`config.mk`:
```
export PLATFORM = sky130hd
export DESIGN_NAME = ultrasonic_three_sensor_ranging_core_flat
export DESIGN_NICKNAME = d
export VERILOG_FILES = /design/src/hdl/utsr_pkg.sv /design/src/hdl/utsr_in_if.sv /design/src/hdl/utsr_out_if.sv /design/src/hdl/utsr_ctrl.sv /design/src/hdl/utsr_scale.sv /design/src/hdl/ultrasonic_three_sensor_ranging_core.sv /design/src/flat_wrapper.sv
export VERILOG_INCLUDE_DIRS = /design/src /design/src/hdl
export SDC_FILE = /design/constraint.sdc
export NUM_CORES = 1
export LEC_CHECK = 0
export CORE_MARGIN = 3
export CORE_UTILIZATION = 61
export CTS_CLUSTER_SIZE = 25
export DETAILED_ROUTE_END_ITERATION = 8
export DONT_BUFFER_PORTS = 1
export PLACE_DENSITY = 0.78
export SYNTH_ARGS = -nofsm -noshare
export SYNTH_HDL_FRONTEND = slang
export SYNTH_SLANG_ARGS = --single-unit
export TNS_END_PERCENT = 1
```
`constraint.sdc`:
```
create_clock -name clk -period 13.8 [get_ports clk]
set_input_delay 1.38 -clock clk [delete_from_list [all_inputs] [get_ports clk]]
set_output_delay 1.38 -clock clk [all_outputs]
set_load 0.05 [all_outputs]
```
`src/hdl/ultrasonic_three_sensor_ranging_core_defines.svh`:
```
// assertion macros for the ultrasonic ranging core
// expects clk and rst_n in the scope where a macro is used
`ifndef ULTRASONIC_THREE_SENSOR_RANGING_CORE_DEFINES_SVH
`define ULTRASONIC_THREE_SENSOR_RANGING_CORE_DEFINES_SVH

// same-cycle implication, checked outside reset
`define UTSR_ASSERT_IMPL(lbl, ante, cons, msg) \
  lbl: assert property (@(posedge clk) disable iff (!rst_n) (ante) |-> (cons)) \
    else $error(msg);

// next-cycle implication, checked outside reset
`define UTSR_ASSERT_NEXT(lbl, ante, cons, msg) \
  lbl: assert property (@(posedge clk) disable iff (!rst_n) (ante) |=> (cons)) \
    else $error(msg);

`endif

```
`src/hdl/utsr_pkg.sv`:
```
// shared constants, types and codes for the ultrasonic ranging core
// no dependencies
package utsr_pkg;

  localparam int unsigned SAMPLES_DEF = 3;
  localparam int unsigned SENSORS_DEF = 3;

  localparam int unsigned NUM_SENSORS = 3;
  localparam int unsigned ECHO_W      = 3;
  localparam int unsigned CNT_W       = 16;
  localparam int unsigned PRESC_W     = 8;
  localparam int unsigned SUM_W       = 18;
  localparam int unsigned DIST_W      = 16;
  localparam int unsigned GAIN_W      = 16;
  localparam int unsigned IDX_W       = 2;
  localparam int unsigned CFG_IDX_W   = 2;
  localparam int unsigned CFG_DATA_W  = 16;

  localparam logic [CNT_W-1:0]   TRIG_LEN_RST = 16'd50;
  localparam logic [PRESC_W-1:0] PRESC_RST    = 8'd8;
  localparam logic [GAIN_W-1:0]  GAIN_RST     = 16'd706;

  // register indexes on the configuration port
  localparam logic [CFG_IDX_W-1:0] CFG_TRIG_LEN = 2'd0;
  localparam logic [CFG_IDX_W-1:0] CFG_PRESCALE = 2'd1;
  localparam logic [CFG_IDX_W-1:0] CFG_GAIN     = 2'd2;

  typedef enum logic [1:0] {
    PH_IDLE,
    PH_TRIG,
    PH_WAIT,
    PH_MEAS
  } phase_t;

  typedef struct packed {
    logic [CNT_W-1:0]   trig_len;
    logic [PRESC_W-1:0] prescale;
    logic [GAIN_W-1:0]  gain;
  } cfg_t;

  // one tick's control result, plus the sum of a finished sensor
  typedef struct packed {
    logic [ECHO_W-1:0] trig;
    logic              done;
    logic              busy;
    logic              upd;
    logic [IDX_W-1:0]  sensor;
    logic [SUM_W-1:0]  sum;
  } ctrl_res_t;

  typedef struct packed {
    logic [ECHO_W-1:0] trig;
    logic              done;
    logic              busy;
  } out_res_t;

endpackage

```
`src/hdl/utsr_in_if.sv`:
```
// input channel of the ranging core: one pin sample per transaction
// depends on utsr_pkg
interface utsr_in_if;
  logic                         valid;
  logic                         ready;
  logic                         start_req;
  logic [utsr_pkg::ECHO_W-1:0]  echo_levels;

  modport source (output valid, output start_req, output echo_levels, input ready);
  modport sink   (input valid, input start_req, input echo_levels, output ready);
endinterface

```
`src/hdl/utsr_out_if.sv`:
```
// result channel of the ranging core: trigger pins, distances and status
// depends on utsr_pkg
interface utsr_out_if;
  logic                         valid;
  logic                         ready;
  logic [utsr_pkg::ECHO_W-1:0]  trigger_lines;
  logic [utsr_pkg::DIST_W-1:0]  distance_left;
  logic [utsr_pkg::DIST_W-1:0]  distance_front;
  logic [utsr_pkg::DIST_W-1:0]  distance_right;
  logic                         done_res;
  logic                         busy_res;

  modport source (output valid, output trigger_lines, output distance_left,
                  output distance_front, output distance_right, output done_res,
                  output busy_res, input ready);
  modport sink   (input valid, input trigger_lines, input distance_left,
                  input distance_front, input distance_right, input done_res,
                  input busy_res, output ready);
endinterface

```
`src/hdl/utsr_ctrl.sv`:
```
// scan sequencer: trigger, echo wait and echo timing per reading
// depends on utsr_pkg; registers one control result per accepted transaction
module utsr_ctrl #(
  parameter int unsigned SAMPLES = utsr_pkg::SAMPLES_DEF,
  parameter int unsigned SENSORS = utsr_pkg::SENSORS_DEF
) (
  input  logic                        clk,
  input  logic                        rst_n,
  input  logic                        step,
  input  logic                        start_req,
  input  logic [utsr_pkg::ECHO_W-1:0] echo_levels,
  input  utsr_pkg::cfg_t              cfg,
  output utsr_pkg::ctrl_res_t         s1_r
);

  localparam logic [utsr_pkg::IDX_W-1:0] SAMPLES_C = utsr_pkg::IDX_W'(SAMPLES);
  localparam logic [utsr_pkg::IDX_W-1:0] SENSORS_C = utsr_pkg::IDX_W'(SENSORS);

  utsr_pkg::phase_t                 phase_r, phase_nxt;
  logic [utsr_pkg::IDX_W-1:0]       sensor_r, sensor_nxt;
  logic [utsr_pkg::IDX_W-1:0]       sample_r, sample_nxt;
  logic [utsr_pkg::CNT_W-1:0]       tick_r, tick_nxt;
  logic [utsr_pkg::PRESC_W-1:0]     presc_r, presc_nxt;
  logic [utsr_pkg::CNT_W-1:0]       echo_cnt_r, echo_cnt_nxt;
  logic [utsr_pkg::SUM_W-1:0]       sum_r, sum_nxt;

  logic [utsr_pkg::ECHO_W:0]        echo_ext;
  logic                             my_echo;
  logic [utsr_pkg::SUM_W-1:0]       fin_sum;
  logic [utsr_pkg::IDX_W-1:0]       sample_inc;
  logic [utsr_pkg::IDX_W-1:0]       sensor_inc;
  logic                             fin_upd;
  logic                             fin_done;
  utsr_pkg::ctrl_res_t              res;

  // sensor index three has no echo pin and reads low
  assign echo_ext   = {1'b0, echo_levels};
  assign my_echo    = echo_ext[sensor_r];
  assign fin_sum    = sum_r + utsr_pkg::SUM_W'(echo_cnt_r);
  assign sample_inc = sample_r + 1'b1;
  assign sensor_inc = sensor_r + 1'b1;

  always_comb begin : next_state
    phase_nxt    = phase_r;
    sensor_nxt   = sensor_r;
    sample_nxt   = sample_r;
    tick_nxt     = tick_r;
    presc_nxt    = presc_r;
    echo_cnt_nxt = echo_cnt_r;
    sum_nxt      = sum_r;
    fin_upd      = 1'b0;
    fin_done     = 1'b0;
    case (phase_r)
      utsr_pkg::PH_IDLE: begin
        if (start_req) begin
          sensor_nxt = '0;
          sample_nxt = '0;
          sum_nxt    = '0;
          phase_nxt  = utsr_pkg::PH_TRIG;
          tick_nxt   = '0;
        end
      end
      utsr_pkg::PH_TRIG: begin
        tick_nxt = tick_r + 1'b1;
        if (tick_nxt >= cfg.trig_len) begin
          phase_nxt = utsr_pkg::PH_WAIT;
        end
      end
      utsr_pkg::PH_WAIT: begin
        if (my_echo) begin
          phase_nxt    = utsr_pkg::PH_MEAS;
          echo_cnt_nxt = '0;
          presc_nxt    = '0;
        end
      end
      utsr_pkg::PH_MEAS: begin
        if (!my_echo) begin
          if (sample_inc >= SAMPLES_C) begin
            fin_upd    = 1'b1;
            sample_nxt = '0;
            sum_nxt    = '0;
            if (sensor_inc >= SENSORS_C) begin
              phase_nxt  = utsr_pkg::PH_IDLE;
              sensor_nxt = '0;
              fin_done   = 1'b1;
            end else begin
              sensor_nxt = sensor_inc;
              phase_nxt  = utsr_pkg::PH_TRIG;
              tick_nxt   = '0;
            end
          end else begin
            sample_nxt = sample_inc;
            sum_nxt    = fin_sum;
            phase_nxt  = utsr_pkg::PH_TRIG;
            tick_nxt   = '0;
          end
        end else begin
          presc_nxt = presc_r + 1'b1;
          if (presc_nxt >= cfg.prescale) begin
            presc_nxt    = '0;
            echo_cnt_nxt = echo_cnt_r + 1'b1;
          end
        end
      end
      default: begin
        phase_nxt = utsr_pkg::PH_IDLE;
      end
    endcase
  end

  always_comb begin : outputs
    res.trig   = '0;
    if (phase_nxt == utsr_pkg::PH_TRIG) begin
      res.trig = utsr_pkg::ECHO_W'(4'b0001 << sensor_nxt);
    end
    res.done   = fin_done;
    res.busy   = (phase_nxt != utsr_pkg::PH_IDLE);
    res.upd    = fin_upd;
    res.sensor = sensor_r;
    res.sum    = fin_sum;
  end

  always_ff @(posedge clk) begin
    if (!rst_n) begin
      phase_r    <= utsr_pkg::PH_IDLE;
      sensor_r   <= '0;
      sample_r   <= '0;
      tick_r     <= '0;
      presc_r    <= '0;
      echo_cnt_r <= '0;
      sum_r      <= '0;
    end else if (step) begin
      phase_r    <= phase_nxt;
      sensor_r   <= sensor_nxt;
      sample_r   <= sample_nxt;
      tick_r     <= tick_nxt;
      presc_r    <= presc_nxt;
      echo_cnt_r <= echo_cnt_nxt;
      sum_r      <= sum_nxt;
    end
  end

  always_ff @(posedge clk) begin
    if (step) begin
      s1_r <= res;
    end
  end

endmodule

```
`src/hdl/utsr_scale.sv`:
```
// averaging and gain stages, distance store and result register
// depends on utsr_pkg; two registered stages after the sequencer
module utsr_scale #(
  parameter int unsigned SAMPLES = utsr_pkg::SAMPLES_DEF
) (
  input  logic                                                  clk,
  input  logic                                                  rst_n,
  input  logic                                                  ld2,
  input  logic                                                  ld3,
  input  utsr_pkg::ctrl_res_t                                   s1,
  input  logic [utsr_pkg::GAIN_W-1:0]                           gain,
  output utsr_pkg::out_res_t                                    res_r,
  output logic [utsr_pkg::NUM_SENSORS-1:0][utsr_pkg::DIST_W-1:0] dist_r
);

  // floor(sum / SAMPLES) as a multiply by a rounded-up reciprocal
  localparam int unsigned RECIP_SH = 19;
  localparam int unsigned RECIP_W  = RECIP_SH + 1;
  localparam int unsigned QPROD_W  = utsr_pkg::SUM_W + RECIP_W;
  localparam logic [RECIP_W-1:0] RECIP =
    RECIP_W'(((2 ** RECIP_SH) + SAMPLES - 1) / SAMPLES);
  localparam int unsigned DPROD_W  = utsr_pkg::DIST_W + utsr_pkg::GAIN_W;

  logic [QPROD_W-1:0]               q_prod;
  logic [DPROD_W-1:0]               d_prod;

  utsr_pkg::out_res_t               s2_res_r;
  logic                             s2_upd_r;
  logic [utsr_pkg::IDX_W-1:0]       s2_sensor_r;
  logic [utsr_pkg::DIST_W-1:0]      s2_avg_r;

  assign q_prod = QPROD_W'(s1.sum) * QPROD_W'(RECIP);
  assign d_prod = DPROD_W'(s2_avg_r) * DPROD_W'(gain);

  always_ff @(posedge clk) begin
    if (ld2) begin
      s2_res_r.trig <= s1.trig;
      s2_res_r.done <= s1.done;
      s2_res_r.busy <= s1.busy;
      s2_upd_r      <= s1.upd;
      s2_sensor_r   <= s1.sensor;
      s2_avg_r      <= q_prod[RECIP_SH +: utsr_pkg::DIST_W];
    end
  end

  always_ff @(posedge clk) begin
    if (ld3) begin
      res_r <= s2_res_r;
    end
  end

  always_ff @(posedge clk) begin
    if (!rst_n) begin
      dist_r <= '0;
    end else if (ld3 && s2_upd_r) begin
      for (int k = 0; k < utsr_pkg::NUM_SENSORS; k++) begin
        if (s2_sensor_r == utsr_pkg::IDX_W'(k)) begin
          dist_r[k] <= d_prod[utsr_pkg::GAIN_W +: utsr_pkg::DIST_W];
        end
      end
    end
  end

endmodule

```
`src/hdl/ultrasonic_three_sensor_ranging_core.sv`:
```
// a transaction passes the sequencer register, then the averaging register, then the result register
// throughput: one transaction per cycle; each stage stalls only while its successor is full
// the echo timer, reading and sensor counters advance only on an accepted transaction
// reset (synchronous, rst_n low) sets the sequencer idle, all counters and distances to zero,
// the registers to trigger length 50, prescale 8, gain 706, and empties the pipeline
`include "ultrasonic_three_sensor_ranging_core_defines.svh"

module ultrasonic_three_sensor_ranging_core #(
  parameter int unsigned SAMPLES = utsr_pkg::SAMPLES_DEF,
  parameter int unsigned SENSORS = utsr_pkg::SENSORS_DEF
) (
  input  logic                            clk,
  input  logic                            rst_n,
  utsr_in_if.sink                         in_ch,
  utsr_out_if.source                      out_ch,
  input  logic                            cfg_we,
  input  logic [utsr_pkg::CFG_IDX_W-1:0]  cfg_index,
  input  logic [utsr_pkg::CFG_DATA_W-1:0] cfg_wdata
);

  utsr_pkg::cfg_t                                                cfg_r;
  utsr_pkg::ctrl_res_t                                           s1_r;
  utsr_pkg::out_res_t                                            res_r;
  logic [utsr_pkg::NUM_SENSORS-1:0][utsr_pkg::DIST_W-1:0]        dist_r;

  logic v1_r, v2_r, v3_r;
  logic rdy1, rdy2, rdy3;
  logic step, ld2, ld3;

  assign rdy3 = !v3_r || out_ch.ready;
  assign rdy2 = !v2_r || rdy3;
  assign rdy1 = !v1_r || rdy2;
  assign step = in_ch.valid && rdy1;
  assign ld2  = v1_r && rdy2;
  assign ld3  = v2_r && rdy3;

  assign in_ch.ready = rdy1;

  always_ff @(posedge clk) begin
    if (!rst_n) begin
      v1_r <= 1'b0;
      v2_r <= 1'b0;
      v3_r <= 1'b0;
    end else begin
      if (rdy1) begin
        v1_r <= in_ch.valid;
      end
      if (rdy2) begin
        v2_r <= v1_r;
      end
      if (rdy3) begin
        v3_r <= v2_r;
      end
    end
  end

  always_ff @(posedge clk) begin
    if (!rst_n) begin
      cfg_r.trig_len <= utsr_pkg::TRIG_LEN_RST;
      cfg_r.prescale <= utsr_pkg::PRESC_RST;
      cfg_r.gain     <= utsr_pkg::GAIN_RST;
    end else if (cfg_we) begin
      case (cfg_index)
        utsr_pkg::CFG_TRIG_LEN: cfg_r.trig_len <= cfg_wdata;
        utsr_pkg::CFG_PRESCALE: cfg_r.prescale <= cfg_wdata[utsr_pkg::PRESC_W-1:0];
        utsr_pkg::CFG_GAIN:     cfg_r.gain     <= cfg_wdata;
        default: ;
      endcase
    end
  end

  utsr_ctrl #(
    .SAMPLES (SAMPLES),
    .SENSORS (SENSORS)
  ) u_ctrl (
    .clk         (clk),
    .rst_n       (rst_n),
    .step        (step),
    .start_req   (in_ch.start_req),
    .echo_levels (in_ch.echo_levels),
    .cfg         (cfg_r),
    .s1_r        (s1_r)
  );

  utsr_scale #(
    .SAMPLES (SAMPLES)
  ) u_scale (
    .clk    (clk),
    .rst_n  (rst_n),
    .ld2    (ld2),
    .ld3    (ld3),
    .s1     (s1_r),
    .gain   (cfg_r.gain),
    .res_r  (res_r),
    .dist_r (dist_r)
  );

  assign out_ch.valid          = v3_r;
  assign out_ch.trigger_lines  = res_r.trig;
  assign out_ch.done_res       = res_r.done;
  assign out_ch.busy_res       = res_r.busy;
  assign out_ch.distance_left  = dist_r[0];
  assign out_ch.distance_front = dist_r[1];
  assign out_ch.distance_right = dist_r[2];

  // a finished scan leaves the sequencer idle on the same transaction
  `UTSR_ASSERT_IMPL(a_done_not_busy, v3_r && res_r.done, !res_r.busy, "done while busy")
  // at most one trigger line, and only during a scan
  `UTSR_ASSERT_IMPL(a_trig_onehot, v3_r, $onehot0(res_r.trig), "several trigger lines")
  `UTSR_ASSERT_IMPL(a_trig_busy, v3_r && (res_r.trig != '0), res_r.busy, "trigger while idle")
  // a stalled stage keeps its transaction
  `UTSR_ASSERT_NEXT(a_s1_hold, v1_r && !rdy2, v1_r, "stage one transaction lost")

endmodule
```
`src/flat_wrapper.sv`:
```
// flat-port wrapper written by rule: the top's interface ports become plain ports
module ultrasonic_three_sensor_ranging_core_flat 
#(
  parameter int unsigned SAMPLES = utsr_pkg::SAMPLES_DEF,
  parameter int unsigned SENSORS = utsr_pkg::SENSORS_DEF
)
  (clk, rst_n, cfg_we, cfg_index, cfg_wdata, in_ch_valid, in_ch_start_req, in_ch_echo_levels, in_ch_ready, out_ch_valid, out_ch_trigger_lines, out_ch_distance_left, out_ch_distance_front, out_ch_distance_right, out_ch_done_res, out_ch_busy_res, out_ch_ready);
  utsr_in_if in_ch_i ();
  utsr_out_if out_ch_i ();
  input  logic clk;
  input  logic rst_n;
  input  logic cfg_we;
  input  logic [utsr_pkg::CFG_IDX_W-1:0] cfg_index;
  input  logic [utsr_pkg::CFG_DATA_W-1:0] cfg_wdata;
  input wire logic [$bits(in_ch_i.valid)-1:0] in_ch_valid;
  input wire logic [$bits(in_ch_i.start_req)-1:0] in_ch_start_req;
  input wire logic [$bits(in_ch_i.echo_levels)-1:0] in_ch_echo_levels;
  output wire logic [$bits(in_ch_i.ready)-1:0] in_ch_ready;
  output wire logic [$bits(out_ch_i.valid)-1:0] out_ch_valid;
  output wire logic [$bits(out_ch_i.trigger_lines)-1:0] out_ch_trigger_lines;
  output wire logic [$bits(out_ch_i.distance_left)-1:0] out_ch_distance_left;
  output wire logic [$bits(out_ch_i.distance_front)-1:0] out_ch_distance_front;
  output wire logic [$bits(out_ch_i.distance_right)-1:0] out_ch_distance_right;
  output wire logic [$bits(out_ch_i.done_res)-1:0] out_ch_done_res;
  output wire logic [$bits(out_ch_i.busy_res)-1:0] out_ch_busy_res;
  input wire logic [$bits(out_ch_i.ready)-1:0] out_ch_ready;
  assign in_ch_i.valid = in_ch_valid;
  assign in_ch_i.start_req = in_ch_start_req;
  assign in_ch_i.echo_levels = in_ch_echo_levels;
  assign in_ch_ready = in_ch_i.ready;
  assign out_ch_valid = out_ch_i.valid;
  assign out_ch_trigger_lines = out_ch_i.trigger_lines;
  assign out_ch_distance_left = out_ch_i.distance_left;
  assign out_ch_distance_front = out_ch_i.distance_front;
  assign out_ch_distance_right = out_ch_i.distance_right;
  assign out_ch_done_res = out_ch_i.done_res;
  assign out_ch_busy_res = out_ch_i.busy_res;
  assign out_ch_i.ready = out_ch_ready;
  ultrasonic_three_sensor_ranging_core #(.SAMPLES(SAMPLES), .SENSORS(SENSORS)) u_core (.clk(clk), .rst_n(rst_n), .in_ch(in_ch_i), .out_ch(out_ch_i), .cfg_we(cfg_we), .cfg_index(cfg_index), .cfg_wdata(cfg_wdata));
endmodule
```
==> out/metrics.cfg <==
[outcome]
status=completed

[critical_path]
worst_ep_required_time_ns=14.23
cpPeakStageDelay_ns=0.67
end_kind=flip-flop
critPathLaunchType=flip-flop
criticalPathCategory=reg -> reg
crit_top_cell=fa_1
path_max_fanout=16
cp.arrival_ns=7.11
cp_cell_sequence=and2_1 -> fa_1 -> inv_1 -> fa_1 -> fa_1 -> inv_1 -> fa_1 -> fa_1 -> inv_1 -> fa_1 -> inv_1 -> ha_1 -> and3_1 -> nand3_1 -> o311ai_4 -> a21oi_1 -> o31ai_1 -> xor2_1 -> nand2_1 -> a21oi_1
crit_slowest_cell=edfxtp_1

[floorplanning]
pin_count=82
initial_core_util_pct=62.5
die_area_sq_um=40100
die_w_um=200
rows=70
core_area_sq_um=36900
die_y_um=200

[clocking]
post_cts_resized=0
post_cts_buffers=0
cts_inserted_buffers=24
cts-root-buf=clkbuf_16
htreeDepth=1
cts_num_sinks=210
clock_latency_ns=0.52
cts.path.max_buffers=3
cts_hold_buf=0
cts_tree=yes
clkTransAtPathRegs_ns=0.06

[sta]
min_period_ns=6.69
finalSetupTns_ns=0
finalHoldViolations=0
finalMaxSlewViolations=0
holdWs_ns=0.405
slew_headroom_pct=23.0
finalCritPeriodShare_pct=48.4
rsz0062_at_grt=false
finalClockSkew_ns=0.0182
setup_viol=0
fmax_mhz=150
worstMarginPinSlew_ns=1.15

[yosys]
ys_types=76
synth-main-ff-cell=dfxtp_1
synth_common_cells=inv_1, nand2_1, fa_1, ha_1, dfxtp_1
synth_area_per_cell_sq_um=9.19
ys_seq_area_share_pct=20.6
ys_ff_latch=210
synthesis.nets=3138
syn_inst=2507
synthArstFlopShare_pct=0
synthesis.area_sq_um=23000
synth_most_common_cell=inv_1
yosysWarnings=0
synth_top_area_share_pct=26.4
netlist_top_cells_area=fa_1, ha_1, dfxtp_1
synth_edf_count=55
yosysTopAreaCell=fa_1

[global_routing]
grt_usage_pct=26.6
grt_pass1_wl_mm=88.7
grt_pass1_vias=17800
gr-total-overflow=0
grt_max_degree=81
antenna_found_initial=0

[power]
ir_drop_v=0.000312
power_uw=4070
p_leak_uw=0.0118
powerDensity_nw_per_um2=168

[route]
wirelength_mm=52.6
drc=0
wl_per_cell_um=17.6
firstDrtPassIters=5
ant_nets=0
via_per_inst=5.63
drt_iter0_markers=1166
vias=16800

[placed_design]
hpwl_mm=42.1
placed_cell_area_sq_um=23400
io_buffers=0
place_congestion=0.899
dp.cells=2939

[cells_and_area]
instances_no_fill=2983
drive_gt1_share_pct=3.11
fill_cells=2959
n_antenna_cell=0
nets=3092
synthToLayoutAreaGrowth_pct=5.45
design_area_sq_um=24300

[min_path]
hold_class=reg -> reg

[flow_run]
drv_cap=0

==> area by class of cell <==
type | instances | area, sq um | share of cell area, %
well taps | 504 | 631 | 2.60
flip-flops and latches | 210 | 4750 | 19.6
multi-input cells | 1740 | 16200 | 66.7
clock inverters | 10 | 155 | 0.639
repair buffers | 7 | 52.6 | 0.216
clock buffers | 34 | 711 | 2.93
inverters | 478 | 1790 | 7.39
==> per-stage QoR <==
stage               setup slack [ns]  utilization [%]
CTS                             7.13             65.9
detailed placement              7.17             63.5
global placement                7.35             63.5
floorplan                       7.56                -
finish                          7.11             65.9
global route                    6.74             65.9
==> cells by family after synthesis <==
logic type / count (synthesis) / share of synthesized area (%)
buf+inv: 557 / 9.13
compound gates: 336 / 9.52
mux: 12 / 0.527
simple gates: 713 / 14.6
flops: 210 / 20.6
xor+xnor: 75 / 2.85
fa+ha+maj: 604 / 42.7
==> registers in the layout, indices dropped and copies added (netlist names) <==
register and count:
u_core.u_ctrl.sum_r 18, u_core.v2_r 1, u_core.u_ctrl.sample_r 2, u_core.v1_r 1, u_core.u_ctrl.tick_r 16, u_core.u_ctrl.s1_r 26
u_core.cfg_r 40, u_core.u_ctrl.phase_r 2, u_core.u_scale.s2_avg_r 16, u_core.u_scale.s2_upd_r 1, u_core.u_ctrl.presc_r 8, u_core.u_scale.s2_sensor_r 2
u_core.u_scale.res_r 5, u_core.out_ch.valid 1, u_core.u_scale.dist_r 48, u_core.u_scale.s2_res_r 5, u_core.u_ctrl.echo_cnt_r 16, u_core.u_ctrl.sensor_r 2
==> final timing paths <==
path	to	cells past startpoint	start	slack (ns)
worst max-delay path	u_core.u_scale.dist_r[14]$_SDFFE_PN0P_	20	u_core.u_scale.s2_avg_r[11]$_DFFE_PP_	7.11
worst max register to register	u_core.u_scale.dist_r[14]$_SDFFE_PN0P_	20	u_core.u_scale.s2_avg_r[11]$_DFFE_PP_	7.11
worst min-delay path	u_core.u_scale.s2_res_r[1]$_DFFE_PP_	0	u_core.u_ctrl.s1_r[22]$_SDFFCE_PP0P_	0.41
worst min register to register	u_core.u_scale.s2_res_r[1]$_DFFE_PP_	0	u_core.u_ctrl.s1_r[22]$_SDFFCE_PP0P_	0.41
==> critical path: cells and delay by family (launching register included) <==
family	cells	cell delay [ns]
xor+xnor	1	0.33
compound gates	4	1.17
buf+inv	4	0.21
flops	1	0.67
simple gates	4	0.73
fa+ha+maj	7	3.49
==> cell usage in the layout, fill, tap and decap left out, types with 22 or more instances in the layout <==
| master | instances |
|---|---|
| xor2_1 | 22 |
| nor2_1 | 100 |
| xnor2_1 | 53 |
| clkbuf_16 | 26 |
| ha_1 | 300 |
| nand3_1 | 50 |
| a21oi_1 | 131 |
| a21o_1 | 28 |
| and2_1 | 121 |
| inv_1 | 476 |
| o21ai_0 | 62 |
| fa_1 | 304 |
| edfxtp_1 | 55 |
| dfxtp_1 | 155 |
| nand2_1 | 324 |
==> power by group <==
part	leakage (uW)	switching, uW	total (uW)	internal, uW
logic	0.00956	1580	2590	1010
registers	0.00180	115	793	678
clock network	0.000427	257	691	434
==> routing by layer <==
| metal | vias to the layer above | track usage, % | wire (um) |
|---|---|---|---|
| met3 | 103 | 3.66 | 2800 |
| met4 | 0 | 7.03 | 1460 |
| met2 | 441 | 45.9 | 25500 |
| li1 | 7911 | - | - |
| met1 | 8333 | 35.7 | 22800 |
| met5 | - | 0 | 0 |
Power figures use the tool's default switching activity.
